## src/rtl/nearest_free_slot_allocator_top_defines.svh

```systemverilog
// Assertion macros for the slot allocator.
`ifndef NEAREST_FREE_SLOT_ALLOCATOR_TOP_DEFINES_SVH
`define NEAREST_FREE_SLOT_ALLOCATOR_TOP_DEFINES_SVH

`ifndef SYNTHESIS
`define NFSA_ASSERT_IMP(lbl, cond, expr) \
    lbl: assert property (@(posedge clk) disable iff (!rst_n) (cond) |-> (expr)) \
        else $error("nfsa assertion failed");
`define NFSA_ASSERT_NXT(lbl, cond, expr) \
    lbl: assert property (@(posedge clk) disable iff (!rst_n) (cond) |=> (expr)) \
        else $error("nfsa assertion failed");
`else
`define NFSA_ASSERT_IMP(lbl, cond, expr)
`define NFSA_ASSERT_NXT(lbl, cond, expr)
`endif

`endif

```

## src/rtl/nfsa_pkg.sv

```systemverilog
package nfsa_pkg;

    localparam int MAX_SLOTS_DEF = 64;
    localparam int ACTIVE_W      = 7;
    localparam int PREF_W        = 6;
    localparam int SLOT_W        = 6;
    localparam logic [ACTIVE_W-1:0] ACTIVE_RESET = 7'd64;

    localparam logic ACT_CLAIM = 1'b0;
    localparam logic ACT_CLEAR = 1'b1;

    typedef enum logic [2:0] {
        ST_INIT,
        ST_IDLE,
        ST_SEARCH,
        ST_CLEAR,
        ST_DONE
    } state_t;

    typedef enum logic {
        SIDE_LEFT,
        SIDE_RIGHT
    } side_t;

    typedef struct packed {
        logic              action;
        logic [PREF_W-1:0] preferred;
    } req_item_t;

    typedef struct packed {
        logic              granted;
        logic [SLOT_W-1:0] slot;
    } rsp_item_t;

endpackage

```

## src/rtl/nearest_free_slot_allocator_top.sv

```systemverilog
// A claim searches the n active slots (the active slot count capped at MAX_SLOTS) around
// its preferred slot, reading at most one map slot per cycle through its single read port.
// A clear frees every map entry in turn, one map entry per cycle.
// One transaction is in progress at a time; the next is taken the cycle after its result
// is loaded, which waits while the previous result is stalled. After reset a clearing pass
// over all MAX_SLOTS entries runs; config writes are taken throughout and active_slots resets to 64.
`include "nearest_free_slot_allocator_top_defines.svh"

module nearest_free_slot_allocator_top
    import nfsa_pkg::*;
#(
    parameter int MAX_SLOTS = MAX_SLOTS_DEF
) (
    input  logic                clk,
    input  logic                rst_n,
    input  logic                req_valid,
    output logic                req_stall,
    input  req_item_t           req_data,
    output logic                rsp_valid,
    input  logic                rsp_stall,
    output rsp_item_t           rsp_data,
    input  logic                cfg_valid,
    output logic                cfg_ready,
    input  logic [ACTIVE_W-1:0] cfg_data
);

    localparam int IW = $clog2(MAX_SLOTS);
    localparam int NW = $clog2(MAX_SLOTS + 1);
    localparam int SW = NW + 1;
    localparam int CW = (NW > ACTIVE_W) ? NW : ACTIVE_W;
    localparam logic [IW-1:0] LAST_IDX = IW'(MAX_SLOTS - 1);

    state_t              state_reg, state_next;
    logic [NW-1:0]       n_reg, n_next;
    logic [IW-1:0]       pref_reg, pref_next;
    logic [NW-1:0]       d_reg, d_next;
    side_t               side_reg, side_next;
    logic                pend_reg, pend_next;
    logic [IW-1:0]       pend_addr_reg, pend_addr_next;
    logic [IW-1:0]       cnt_reg, cnt_next;
    logic                res_granted_reg, res_granted_next;
    logic [IW-1:0]       res_addr_reg, res_addr_next;
    logic                out_valid_reg, out_valid_next;
    rsp_item_t           out_data_reg, out_data_next;
    logic [ACTIVE_W-1:0] active_reg;
    logic                rd_data_reg;

    logic                mem [MAX_SLOTS];
    logic                mem_we;
    logic [IW-1:0]       mem_waddr;
    logic                mem_wdata;
    logic                mem_re;
    logic [IW-1:0]       mem_raddr;

    logic                req_accept;
    logic [CW-1:0]       act_w;
    logic [CW-1:0]       max_w;
    logic [CW-1:0]       n_c;
    logic [CW-1:0]       pref_c;
    logic [CW-1:0]       clamp_c;
    logic [SW-1:0]       d_w;
    logic [SW-1:0]       pref_w;
    logic [SW-1:0]       n_w;
    logic                left_ok;
    logic                right_ok;
    logic [IW-1:0]       left_addr;
    logic [IW-1:0]       right_addr;
    logic                map_hit;

    assign req_stall  = (state_reg != ST_IDLE);
    assign req_accept = req_valid && !req_stall;
    assign cfg_ready  = 1'b1;
    assign rsp_valid  = out_valid_reg;
    assign rsp_data   = out_data_reg;

    assign act_w   = CW'(active_reg);
    assign max_w   = CW'(MAX_SLOTS);
    assign n_c     = (act_w > max_w) ? max_w : act_w;
    assign pref_c  = CW'(req_data.preferred);
    assign clamp_c = (pref_c >= n_c) ? (n_c - CW'(1)) : pref_c;

    assign d_w        = SW'(d_reg);
    assign pref_w     = SW'(pref_reg);
    assign n_w        = SW'(n_reg);
    assign left_ok    = (d_w <= pref_w);
    assign right_ok   = ((pref_w + d_w) < n_w);
    assign left_addr  = IW'(pref_w - d_w);
    assign right_addr = IW'(pref_w + d_w);
    assign map_hit    = pend_reg && !rd_data_reg;

    always_comb
    begin
        state_next       = state_reg;
        n_next           = n_reg;
        pref_next        = pref_reg;
        d_next           = d_reg;
        side_next        = side_reg;
        pend_next        = 1'b0;
        pend_addr_next   = pend_addr_reg;
        cnt_next         = cnt_reg;
        res_granted_next = res_granted_reg;
        res_addr_next    = res_addr_reg;
        out_valid_next   = out_valid_reg && rsp_stall;
        out_data_next    = out_data_reg;
        mem_we           = 1'b0;
        mem_waddr        = cnt_reg;
        mem_wdata        = 1'b0;
        mem_re           = 1'b0;
        mem_raddr        = left_addr;

        case (state_reg)
            ST_INIT, ST_CLEAR:
            begin
                mem_we    = 1'b1;
                mem_waddr = cnt_reg;
                mem_wdata = 1'b0;
                cnt_next  = cnt_reg + IW'(1);
                if (cnt_reg == LAST_IDX)
                begin
                    cnt_next         = '0;
                    res_granted_next = 1'b0;
                    state_next       = (state_reg == ST_INIT) ? ST_IDLE : ST_DONE;
                end
            end
            ST_IDLE:
            begin
                if (req_accept)
                begin
                    if (req_data.action == ACT_CLEAR)
                    begin
                        cnt_next   = '0;
                        state_next = ST_CLEAR;
                    end
                    else if (n_c == '0)
                    begin
                        res_granted_next = 1'b0;
                        state_next       = ST_DONE;
                    end
                    else
                    begin
                        n_next     = NW'(n_c);
                        pref_next  = IW'(clamp_c);
                        d_next     = '0;
                        side_next  = SIDE_LEFT;
                        state_next = ST_SEARCH;
                    end
                end
            end
            ST_SEARCH:
            begin
                if (map_hit)
                begin
                    mem_we           = 1'b1;
                    mem_waddr        = pend_addr_reg;
                    mem_wdata        = 1'b1;
                    res_granted_next = 1'b1;
                    res_addr_next    = pend_addr_reg;
                    state_next       = ST_DONE;
                end
                else if (side_reg == SIDE_LEFT)
                begin
                    if (left_ok)
                    begin
                        mem_re         = 1'b1;
                        mem_raddr      = left_addr;
                        pend_next      = 1'b1;
                        pend_addr_next = left_addr;
                        if (d_reg == '0)
                        begin
                            d_next = d_reg + NW'(1);
                        end
                        else
                        begin
                            side_next = SIDE_RIGHT;
                        end
                    end
                    else if (right_ok)
                    begin
                        mem_re         = 1'b1;
                        mem_raddr      = right_addr;
                        pend_next      = 1'b1;
                        pend_addr_next = right_addr;
                        d_next         = d_reg + NW'(1);
                    end
                    else
                    begin
                        res_granted_next = 1'b0;
                        state_next       = ST_DONE;
                    end
                end
                else
                begin
                    if (right_ok)
                    begin
                        mem_re         = 1'b1;
                        mem_raddr      = right_addr;
                        pend_next      = 1'b1;
                        pend_addr_next = right_addr;
                    end
                    d_next    = d_reg + NW'(1);
                    side_next = SIDE_LEFT;
                end
            end
            ST_DONE:
            begin
                if (!out_valid_reg || !rsp_stall)
                begin
                    out_valid_next        = 1'b1;
                    out_data_next.granted = res_granted_reg;
                    out_data_next.slot    = res_granted_reg ? SLOT_W'(res_addr_reg) : '0;
                    state_next            = ST_IDLE;
                end
            end
            default:
            begin
                state_next = ST_IDLE;
            end
        endcase
    end

    always_ff @(posedge clk or negedge rst_n)
    begin
        if (!rst_n)
        begin
            state_reg     <= ST_INIT;
            cnt_reg       <= '0;
            pend_reg      <= 1'b0;
            out_valid_reg <= 1'b0;
            active_reg    <= ACTIVE_RESET;
        end
        else
        begin
            state_reg     <= state_next;
            cnt_reg       <= cnt_next;
            pend_reg      <= pend_next;
            out_valid_reg <= out_valid_next;
            if (cfg_valid && cfg_ready)
            begin
                active_reg <= cfg_data;
            end
        end
    end

    always_ff @(posedge clk)
    begin
        n_reg           <= n_next;
        pref_reg        <= pref_next;
        d_reg           <= d_next;
        side_reg        <= side_next;
        pend_addr_reg   <= pend_addr_next;
        res_granted_reg <= res_granted_next;
        res_addr_reg    <= res_addr_next;
        out_data_reg    <= out_data_next;
    end

    always_ff @(posedge clk)
    begin
        if (mem_we)
        begin
            mem[mem_waddr] <= mem_wdata;
        end
        if (mem_re)
        begin
            rd_data_reg <= mem[mem_raddr];
        end
    end

    `NFSA_ASSERT_NXT(a_free_hit_grants, (state_reg == ST_SEARCH) && map_hit, res_granted_reg)
    `NFSA_ASSERT_IMP(a_in_range, (state_reg == ST_DONE) && res_granted_reg, NW'(res_addr_reg) < n_reg)
    `NFSA_ASSERT_IMP(a_dist_bounded, state_reg == ST_SEARCH, d_reg <= n_reg)

endmodule
```

## config.mk

```make
export PLATFORM = sky130hd
export DESIGN_NAME = nearest_free_slot_allocator_top
export DESIGN_NICKNAME = d
export VERILOG_FILES = /design/src/rtl/nfsa_pkg.sv /design/src/rtl/nearest_free_slot_allocator_top.sv
export VERILOG_INCLUDE_DIRS = /design/src /design/src/rtl
export SDC_FILE = /design/constraint.sdc
export NUM_CORES = 1
export LEC_CHECK = 0
export BUFFER_PORTS_ARGS = -buffer_cell sky130_fd_sc_hd__clkbuf_2
export CAP_MARGIN = 15
export CORE_MARGIN = 2
export CORE_UTILIZATION = 30
export DETAILED_ROUTE_END_ITERATION = 6
export PLACE_DENSITY_LB_ADDON = 0.08
export SLEW_MARGIN = 25
export SYNTH_ARGS = -nofsm -noshare
export SYNTH_HDL_FRONTEND = slang
export SYNTH_SLANG_ARGS = --single-unit
```

## constraint.sdc

```tcl
create_clock -name clk -period 4.66 [get_ports clk]
set_input_delay 0.932 -clock clk [delete_from_list [all_inputs] [get_ports clk]]
set_output_delay 0.932 -clock clk [all_outputs]
set_load 0.1 [all_outputs]
```

=== Word-level counts from Yosys, hierarchy flattened ===
Memories as Yosys holds them, arrays and structs flattened. A register that Yosys moved wholly into a read port is not among the register bits.
Cells that the tools add are included.

* Bits in registers: 59
* RAM bits: 64
* Word-level logic and storage cells: 135
* Memories: 1

* Add/subtract/negate cells: 5
* Order comparisons: 4
* Equality and inequality tests: 19
* Mux-type cells: 65
* Bitwise operators: 3
* Reductions and logical operators: 24

{| class="wikitable"
|+ Memories
! memory !! words !! bits a word !! rd ports !! clocked after memory_dff !! wr ports !! RTL line !! text
|-
| mem || 64 || 1 || 1 || 1 || 1 || nearest_free_slot_allocator_top.sv:48 || <nowiki>logic mem [MAX_SLOTS];</nowiki>
|}

{| class="wikitable"
|+ Operators with widths
! kind !! number
|-
| $mux W6 || 14
|-
| $mux W7 || 9
|-
| $mux W3 || 10
|-
| $mux W1 || 26
|-
| $ne A2 B2 Y1 const B || 8
|-
| $logic_not A7 Y1 || 2
|-
| $pmux W7 S2 || 1
|-
| $pmux W3 S4 || 1
|-
| $pmux W6 S2 || 1
|-
| $ne A3 B3 Y1 const B || 3
|-
| $add A6 B7 Y8 || 1
|-
| $lt A8 B7 Y1 || 1
|-
| $ne A4 B4 Y1 const B || 2
|-
| $reduce_and A8 Y1 || 1
|-
| $add A7 B1 Y7 const B || 1
|-
| $ge A6 B7 Y1 || 1
|-
| $gt A7 B7 Y1 const B || 1
|-
| $le A7 B6 Y1 || 1
|-
| $reduce_and A7 Y1 || 1
|-
| $add A6 B1 Y6 const B || 1
|-
| $eq A3 B2 Y1 const B || 2
|-
| $eq A6 B6 Y1 const B || 1
|-
| $reduce_and A2 Y1 || 3
|-
| $reduce_and A6 Y1 || 1
|-
| other kinds (18) || 27
|}

=== Logic depth before layout (Yosys ltp) ===
* Depth after elaboration: 7
* Mapped depth: 24
* Mapped depth without buffers: 21

=== Least setup slack after synthesis ===
No wires, ideal clock.

* Path type: register -> register
* From: reg d_reg[2]
* To: reg rd_data_reg (read register of mem) (data pin)
* Arrival: 3983 ps
* Data required time: 4402 ps
* Setup slack: 418 ps
* Cell stages (with the launch flop): 19
* Period minus slack after synthesis: 4242 ps
* Path through: edfxtp_1 > ha_1 > buf_2 > inv_1 > a221oi_1 > o21bai_1 > a21oi_1 > xor2_1 > ha_1 > o2111ai_1 > o22ai_1 > or3_4 > buf_2 > buf_1 > o311a_1 > o211ai_1 > a21oi_1 > o31ai_1 > o2bb2ai_1

* Longest elaborated chain between the ends: 7
* Elaborated cells on any way between the ends: 14

{| class="wikitable"
|+ Ends and longest elaborated chain
! element !! RTL line !! text
|-
| from (decl) || nearest_free_slot_allocator_top.sv:36 || <nowiki>logic [NW-1:0] d_reg, d_next;</nowiki>
|-
| from (signal assigned) || nearest_free_slot_allocator_top.sv:248 || <nowiki>d_reg <= d_next;</nowiki>
|-
| $add A6 B7 Y8 || nearest_free_slot_allocator_top.sv:88 || <nowiki>assign right_addr = IW'(pref_w + d_w);</nowiki>
|-
| $lt A8 B7 Y1 || nearest_free_slot_allocator_top.sv:86 || <nowiki>assign right_ok = ((pref_w + d_w) < n_w);</nowiki>
|-
| $mux W6 / $mux W1 (equally long branches) || nearest_free_slot_allocator_top.sv:177, nearest_free_slot_allocator_top.sv:193 ||
|-
| $mux W6 / $mux W1 (equally long branches) || nearest_free_slot_allocator_top.sv:162 || <nowiki>if (left_ok)</nowiki>
|-
| $mux W6 / $mux W1 (equally long branches) || nearest_free_slot_allocator_top.sv:160 || <nowiki>else if (side_reg == SIDE_LEFT)</nowiki>
|-
| $mux W6 / $mux W1 (equally long branches) || nearest_free_slot_allocator_top.sv:151 || <nowiki>if (map_hit)</nowiki>
|-
| $mux W6 / $mux W1 (equally long branches) || nearest_free_slot_allocator_top.sv:111 || <nowiki>case (state_reg)</nowiki>
|-
| to (decl) || nearest_free_slot_allocator_top.sv:46 || <nowiki>logic rd_data_reg;</nowiki>
|}

Several ways; a longest one is shown, not always the timed one.
A chain may end at the register's enable or synchronous reset.

=== Worst setup path in the final report ===
* From: reg pref_reg[0]
* To: reg rd_data_reg (read register of mem) (data pin)

* Longest elaborated chain between the ends: 7
* Elaborated cells on any way between the ends: 14

{| class="wikitable"
|+ Ends and longest elaborated chain
! element !! RTL line !! text
|-
| from (decl) || nearest_free_slot_allocator_top.sv:35 || <nowiki>logic [IW-1:0] pref_reg, pref_next;</nowiki>
|-
| from (signal assigned) || nearest_free_slot_allocator_top.sv:247 || <nowiki>pref_reg <= pref_next;</nowiki>
|-
| $add A6 B7 Y8 || nearest_free_slot_allocator_top.sv:88 ||
|-
| $lt A8 B7 Y1 || nearest_free_slot_allocator_top.sv:86 ||
|-
| $mux W6 / $mux W1 (equally long branches) || nearest_free_slot_allocator_top.sv:177, nearest_free_slot_allocator_top.sv:193 ||
|-
| $mux W6 / $mux W1 (equally long branches) || nearest_free_slot_allocator_top.sv:162 ||
|-
| $mux W6 / $mux W1 (equally long branches) || nearest_free_slot_allocator_top.sv:160 ||
|-
| $mux W6 / $mux W1 (equally long branches) || nearest_free_slot_allocator_top.sv:151 ||
|-
| $mux W6 / $mux W1 (equally long branches) || nearest_free_slot_allocator_top.sv:111 ||
|}

Several ways; a longest one is shown, not always the timed one.

==> impl_metrics.tcl <==
set metrics [dict create \
    outcome "complete, no violations" \
    fin_tns_setup_ns 0 \
    placementRows 56 \
    io_pins 29 \
    r2r_start "pref_reg[0]" \
    ys_seq_elements 124 \
    ys_types 69 \
    grt_max_degree 74 \
    crit_required_ns 4.84 \
    wl_per_cell_um 17.7 \
    total_power_mw 6.23 \
    synth_area_leader_cell "edfxtp_1" \
    post-route-drc-count 0 \
    hold_violations 0 \
    crit_type "reg2reg" \
    drt-total-wl_um 18500 \
    drive_gt1_frac 0.174 \
    drtPass1Iterations 4 \
    crit_buf_inv 2 \
    synthCells 668 \
    clock_sink_count 124 \
    p_per_area_mw_per_mm2 743 \
    insertion_delay_ns 0.42 \
    worstPathArrival_ns 4.54 \
    largest_reg_flops 64 \
    dieArea_sq_mm 0.0248 \
    num_antenna_cells 0 \
    start_util 0.304 \
    peakVddDrop_v 0.000303 \
    clk_path_buf_depth 2 \
    stdcell_count 1047 \
    hp-class "in2async" \
    async_reset_ff_frac 0.145 \
    cp_max_fo 9 \
    port_buffers 27 \
    crit_top_cell "nor2_1" \
    vias 5208 \
    ys_warn_count 0 \
    ys_seq_area_frac 0.515 \
    nets 769 \
    clk_pin_slew_ns 0.06 \
    cpLargestDelayFamily "compound AO/OA/AOI/OAI gates" \
    max_stage_delay_ns 0.41 \
    setup_viol 0 \
    critPathLaunchType "flop" \
    cp-end-kind "flop" \
    cp_cell_sequence "ha_2 -> fa_1 -> a21oi_2 -> nor2_1 -> nor2_2 -> nor2_1 -> nor2_1 -> nor2_1 -> nor2_1 -> xnor2_1 -> ha_2 -> a2111oi_4 -> nand3_2 -> o31ai_4 -> o21ai_4 -> buf_12 -> buf_4 -> a221o_1 -> a22oi_2 -> o2111ai_1 -> a21boi_1 -> o2bb2ai_1" \
    vias_per_cell 4.97 \
    area_growth_pct 18.7 \
    synth_area_leaders "edfxtp_1 (45%), dfrtp_1 (6.0%), nor2_1 (6.0%)" \
    fmax_mhz 229 \
    cts_tree "done" \
    finalCritPeriodShare 0.937 \
    final_max_slew_viol_count 0 \
    grt_overflow 0 \
    final_util 0.360 \
    ant_nets 0 \
    synth_top_cell_area_share 0.451 \
    die_h_um 157 \
    ctsHtreeMaxLevel 4 \
    antenna_found_initial 0 \
    grtUsageTotal 0.161 \
    grt_setup_unrepaired "false" \
    netlist_area_sq_mm 0.00706 \
    worst_pin_slew_ns 0.916 \
    ff2ff_path_depth 22 \
    max-cap-violations 0 \
    regMostFlops "mem" \
    place.gp.congestion 0.852 \
    hpwl_um 13600 \
    syn_nets 722 \
    power_leakage_nw 3.03 \
    core_sq_mm 0.0233 \
    synth_ff_type "edfxtp_1" \
    cts_buffers 17 \
    r2r_setup_slack_ns 0.29 \
    timing.rr.end "rd_data_reg" \
    crit_slowest_cell "edfxtp_1" \
    period_minus_slack_ns 4.37 \
    cts-root-buf "clkbuf_16" \
    die_x_um 157 \
    grt_pass1_vias 5147 \
    avgSynthCellArea_sq_um 10.6 \
    finClkSkew_ns 0.00959 \
    fillerInstances 2378 \
    grt_pass1_wl_um 29700 \
    slew_headroom 0.389 \
    drtIter0Drc 406 \
    dp_cells 1012 \
    synth_edf_count 106 \
]
## worst max-delay path by stage
stage	start	endpoint	slack, ns	cells after the start
2_1_floorplan	d_reg[2]	rd_data_reg	0.42	18
3_3_place_gp	pref_reg[0]	rd_data_reg	0.08	19
3_5_place_dp	pref_reg[0]	rd_data_reg	0.04	19
4_1_cts	pref_reg[0]	rd_data_reg	0.02	19
5_1_grt	pref_reg[0]	rd_data_reg	0.01	22
6_report	pref_reg[0]	rd_data_reg	0.29	22
## what timing repair did
item | CTS | global route
setup buffers | 0 | 3
endpoints found under the hold margin | 0 | 0
hold buffers | 0 | 0
gates resized for setup | 0 | 23
setup endpoints to repair | 0 | 1
## through the flow
| step | cell area, sq um | worst slack, ns | hold WS (ns) |
|---|---|---|---|
| 3_3_place_gp | 7700 | 0.0778 | 0.509 |
| 2_1_floorplan | 7060 | 0.418 | 0.472 |
| 5_1_grt | 8380 | 0.0130 | 0.494 |
| 3_5_place_dp | 7700 | 0.0407 | 0.510 |
| 4_1_cts | 8270 | 0.0175 | 0.470 |
| 6_report | 8380 | 0.292 | 0.468 |
## where the power goes
| group | total [mW] | switching (mW) | internal [mW] |
|---|---|---|---|
| clock network | 1.31 | 0.522 | 0.784 |
| logic | 3.29 | 1.98 | 1.31 |
| registers | 1.63 | 0.178 | 1.45 |
| total | 6.23 | 2.68 | 3.55 |
## layout by cell type, fill, tap and decap left out, drive strengths merged, types with 23 or more instances in the layout
cell and count:
nor2 113, edfxtp 106, nand2 50, clkbuf 44, inv 37, ha 33, o21ai 30, buf 28
mux2i 27, nand2b 23
## area by class of cell
cell class / count / area (sq um) / area share
clock buffers: 17 / 425 / 0.0507
clock inverters: 15 / 148 / 0.0176
flip-flops and latches: 124 / 3630 / 0.434
repair buffers: 55 / 383 / 0.0457
well taps: 319 / 399 / 0.0476
inverters: 35 / 131 / 0.0157
multi-input cells: 482 / 3260 / 0.389
## logic make-up (layout without fill, tap and decap cells)
logic type,count (synthesis),in the layout,synth area share
AOI/OAI and AO/OA,120,120,0.120
adders and majority gates,35,35,0.0641
muxes,42,42,0.0686
DFF,124,124,0.515
and+or+nand+nor,267,267,0.176
xor gates and xnor gates,17,17,0.0211
buffers and inverters,62,122,0.0353
other,1,1,0.000531
## synthesized netlist by cell type (all sizes together), types with 4 or more instances
master   instances
nand2           50
edfxtp         106
or3              6
inv             34
ha              33
and2            13
nand3           22
o311a            4
a31oi            6
mux2            11
mux2i           27
xor2             5
nor2           113
a21o             4
o21ai           30
mux4             4
o31ai            4
o221ai           4
nor3            13
buf              8
nor2b           11
o22ai            5
clkbuf          19
nand2b          23
a211oi           4
xnor2           12
a221oi           4
dfrtp           17
a21oi           22
a2111oi          5
## per-layer routing
layer / part of all wire / GRT usage / up-vias / routed length (um)
met5: 0 / 0 / - / 0
met2: 0.45 / 0.248 / 108 / 8280
met3: 0.035 / 0.0253 / 25 / 641
met1: 0.50 / 0.229 / 2564 / 9230
li1: - / - / 2511 / -
met4: 0.019 / 0.0554 / 0 / 354
(Power assumes the default switching activity.)
